===== config.mk =====
export PLATFORM = sky130hd
export DESIGN_NAME = fpa_div_cell
export DESIGN_NICKNAME = d
export VERILOG_FILES = /design/src/fpa_pkg.sv /design/src/fpa_div_cell.sv
export SDC_FILE = /design/constraint.sdc
export NUM_CORES = 1
export LEC_CHECK = 0
export BUFFER_PORTS_ARGS = -buffer_cell sky130_fd_sc_hd__buf_2
export CAP_MARGIN = 20
export CORE_AREA = 2 2 120 122
export DETAILED_ROUTE_END_ITERATION = 7
export DIE_AREA = 0 0 122 124
export PLACE_DENSITY = 0.71
export SYNTH_ARGS = -nofsm -noshare
export SYNTH_HDL_FRONTEND = slang
export SYNTH_SLANG_ARGS = --single-unit

===== constraint.sdc =====
create_clock -name clk -period 0.8 [get_ports clk]
set_input_delay 0.12 -clock clk [delete_from_list [all_inputs] [get_ports clk]]
set_output_delay 0.12 -clock clk [all_outputs]
set_load 0.005 [all_outputs]

===== src/fpa_pkg.sv =====
// ----------------------------------------------------------------------------
// Fixed-point ALU package
// Operation codes, request and result types shared by the ALU modules.
// ----------------------------------------------------------------------------
package fpa_pkg;

	localparam int WORD_W = 32;

	typedef enum logic [3:0] {
		OP_ADD    = 4'd0,
		OP_SUB    = 4'd1,
		OP_MUL    = 4'd2,
		OP_DIV    = 4'd3,
		OP_GT     = 4'd4,
		OP_LT     = 4'd5,
		OP_GE     = 4'd6,
		OP_LE     = 4'd7,
		OP_EQ     = 4'd8,
		OP_NE     = 4'd9,
		OP_MIN    = 4'd10,
		OP_MAX    = 4'd11,
		OP_INC    = 4'd12,
		OP_DEC    = 4'd13,
		OP_TO_INT = 4'd14,
		OP_NONE   = 4'd15
	} op_t;

	typedef struct packed {
		logic [3:0]         operation;
		logic signed [31:0] operand_a;
		logic signed [31:0] operand_b;
	} fpa_req_t;

	typedef struct packed {
		logic signed [31:0] result_value;
		logic               compare_true;
		logic               divide_by_zero;
	} fpa_res_t;

endpackage


===== src/fpa_div_cell.sv =====
// ----------------------------------------------------------------------------
// Divider cell
// One restoring step of an unsigned divide; passes its partial remainder,
// quotient and carried request to the next cell every cycle.
// ----------------------------------------------------------------------------
module fpa_div_cell
	import fpa_pkg::*;
#(
	parameter int DW = 40,
	parameter int RW = 33
) (
	input  logic          clk,
	input  logic          arst_n,
	input  logic          vin,
	input  logic [RW-1:0] rem_in,
	input  logic [DW-1:0] quo_in,
	input  logic [31:0]   dsr_in,
	input  logic          neg_in,
	input  logic [31:0]   a_in,
	input  logic          dz_in,
	output logic          vout,
	output logic [RW-1:0] rem_out,
	output logic [DW-1:0] quo_out,
	output logic [31:0]   dsr_out,
	output logic          neg_out,
	output logic [31:0]   a_out,
	output logic          dz_out
);

	logic [RW-1:0] trial;
	logic [RW:0]   diff;

	always_comb begin
		trial = {rem_in[RW-2:0], quo_in[DW-1]};
		diff  = {1'b0, trial} - {{(RW-31){1'b0}}, dsr_in};
	end

	always_ff @(posedge clk or negedge arst_n) begin
		if (!arst_n) begin
			vout <= 1'b0;
		end else begin
			vout <= vin;
		end
	end

	always_ff @(posedge clk) begin
		if (diff[RW]) begin
			rem_out <= trial;
		end else begin
			rem_out <= diff[RW-1:0];
		end
		quo_out <= {quo_in[DW-2:0], ~diff[RW]};
		dsr_out <= dsr_in;
		neg_out <= neg_in;
		a_out   <= a_in;
		dz_out  <= dz_in;
	end

endmodule


==> reports/results.ini <==
[status]
status=complete, but fails checks
violations=setup timing

[cts]
cts-buffers-inserted=17
clkSinkCount=140
clk_pin_slew_ns=0.07
cts_root_buf=clkbuf_16
htree_levels=4
cts_tree=built
cts.path.max_buffers=2

[synth]
synthFlopType=dfxtp_1
synth-compound-area-share=0.1505
synth_area_leaders=dfxtp_1 (51%), ha_1 (7.4%), mux2_4 (5.0%), inv_1 (3.0%), xnor2_1 (2.9%)
yosysSeqAreaShare=0.5194
syn-instance-count=499
synthAdderAreaFrac=0.07778
synth_top_family_by_area=compound AO/OA/AOI/OAI gates
synth_most_common_cell=dfxtp_1
async_flop_share=0.007143
avgSynthCellArea_um2=10.83
synth-simple-area-share=0.08565
synth_xor_area_frac=0.04213
yosys-top-cells-count=dfxtp_1 (139), inv_1 (43), ha_1 (32)
synth_cell_type_count=57
yosysWarnings=0
synth_top_area_share=0.5148
synth_mux_area_frac=0.07245
synth_edf_count=0
synthesis.area_um2=5405
yosysTopAreaCell=dfxtp_1
synth-seq-cells=140
syn_nets=674

[grt]
grt_pass1_vias=6509
grt.overflow.total=0
antenna_found_initial=2
grt_max_degree=17
grt_pass1_wl_mm=32.70
track_usage=0.2853

[hold_path]
hold_depth=3
min_path_type=in2reg
hp-start=rem_in[23]

[sta]
period_share=2.515
max_clock_freq_mhz=497.1
max_slew_margin=0.6472
setup_viol=174
maxSlewViolCount=0
rsz0062_at_grt=yes
layout_min_cycle_time_ns=2.012
setup_slack_ns=-1.212
worst_slew_pin_slew_ns=0.5243
hold_viol=0

[critical_path]
cp-end-kind=flip-flop
crit_type=in2reg
crit_required_ns=1.12
cp_max_fo=3
worstSetupStartpointType=input port
crit_start=dsr_in[3]
cp.arrival_ns=2.33

[cells_and_area]
fill_cells=762
fin_nets=1222
final_cell_area_um2=11120
final_layout_size_suffix_gt1_frac=0.5962
area_growth_pct=105.7

[floorplanning]
core_area_um2=13720
ioPinCount=282
chipHeight_um=124
die_area_um2=15130
start_util=0.3940
rows=43
die_w_um=122

[power]
ir_drop_mv=1.576
power.density_nw_per_um2=1973
p_leak_uw=0.005234
fin_total_pwr_uw=21930

[placed_design]
placed_area_um2=8040
io_buffers=280
dp_hpwl_mm=13.50
gp_congestion=0.9294

[routing]
ant_nets=0
drtPass1Iterations=6
drt_iter0_markers=479
routed_wl_mm=24.81
vias=6221
via_per_inst=5.009
drc=0
wl_per_cell_um=19.98

[run]
drv_cap=0

[path summary, 6_finish.rpt]
check	slack, ns	endpoint
setup / recovery	-1.21	rem_out[32]
hold / removal	0.01	rem_out[24]
max in group asynchronous	0.11	vout
min in group asynchronous	0.59	vout
[repair_timing]
item / CTS / global route
hold buffers: 133 / 0
setup endpoints to repair: 174 / 174
pin swaps: 38 / 10
setup buffers: 13 / 3
endpoints found under the hold margin: 133 / 0
gates resized for setup: 119 / 131
cloned: 2 / 0
[area by class of cell]
type	instances	area [um^2]	area share
repair buffers	543	4234	0.3809
multi-input cells	299	2929	0.2635
flip-flops and latches	140	2894	0.2603
clock buffers	18	429.2	0.03860
well taps	180	225.2	0.02026
inverters	44	224.0	0.02015
clock inverters	14	148.9	0.01339
repair inverters	2	27.53	0.002476
diodes	2	5.005	0.0004502
[placed cells by master (no fill, tap or decap), types with 9 or more instances in the layout]
| master | count |
|---|---|
| a21oi_1 | 26 |
| buf_2 | 206 |
| buf_4 | 121 |
| buf_6 | 78 |
| clkbuf_16 | 17 |
| dfxtp_1 | 70 |
| dfxtp_2 | 69 |
| dlygate4sd3_1 | 133 |
| ha_4 | 23 |
| inv_1 | 26 |
| inv_2 | 9 |
| mux2_4 | 27 |
| nand2_1 | 20 |
| nand3_1 | 9 |
| nor2_1 | 23 |
| o211ai_1 | 10 |
| o21ai_0 | 14 |
| xnor2_1 | 17 |
[sequential cells by signal, indices dropped and copies added, names as in the netlist]
| name | cells |
|---|---|
| rem_out | 33 |
| quo_out | 40 |
| dsr_out | 32 |
| neg_out | 1 |
| a_out | 32 |
| dz_out | 1 |
| vout | 1 |
[critical path: stages]
cell	delay, ns
buf_2	0.10
inv_1	0.04
ha_1	0.31
buf_4	0.15
o211ai_1	0.17
o21ai_4	0.26
a31oi_4	0.12
buf_6	0.13
nor3b_2	0.24
o211ai_1	0.17
buf_4	0.17
buf_4	0.12
a31o_2	0.22
[cells by family after synthesis]
group,count (synthesis)
flip-flops,140
multiplexers,29
XOR/XNOR,26
buffers and inverters,60
adder cells (fa/ha/maj),33
AND/OR/NAND/NOR,93
AO/OA/AOI/OAI,118
[per-stage QoR]
stage	TNS, ns	hold slack [ns]	setup WS (ns)	util	instances
global route	-67.37	0.005022	-1.308	0.8103	1242
finish	-61.39	0.01170	-1.212	0.8103	1242
floorplan	-46.19	-0.1756	-1.458	-	499
detailed placement	-55.96	-0.08726	-1.725	0.5860	1058
global placement	-54.67	-0.09103	-1.708	0.5860	1058
CTS	-58.29	-0.001854	-1.147	0.7734	1238
[layer usage]
layer  vias up  track usage  share of wire
li1       2849            -              -
met1      2931       0.2743           0.34
met2       349       0.5513           0.53
met3        92      0.08425          0.081
met4         0       0.1401          0.048
met5         -            0              0
[where the power goes]
group          internal (uW)  switching [uW]
Clock                   4410            3530
Sequential              7680             258
Combinational           3460            2600
Note: power is estimated with default switching activity, not from simulation.
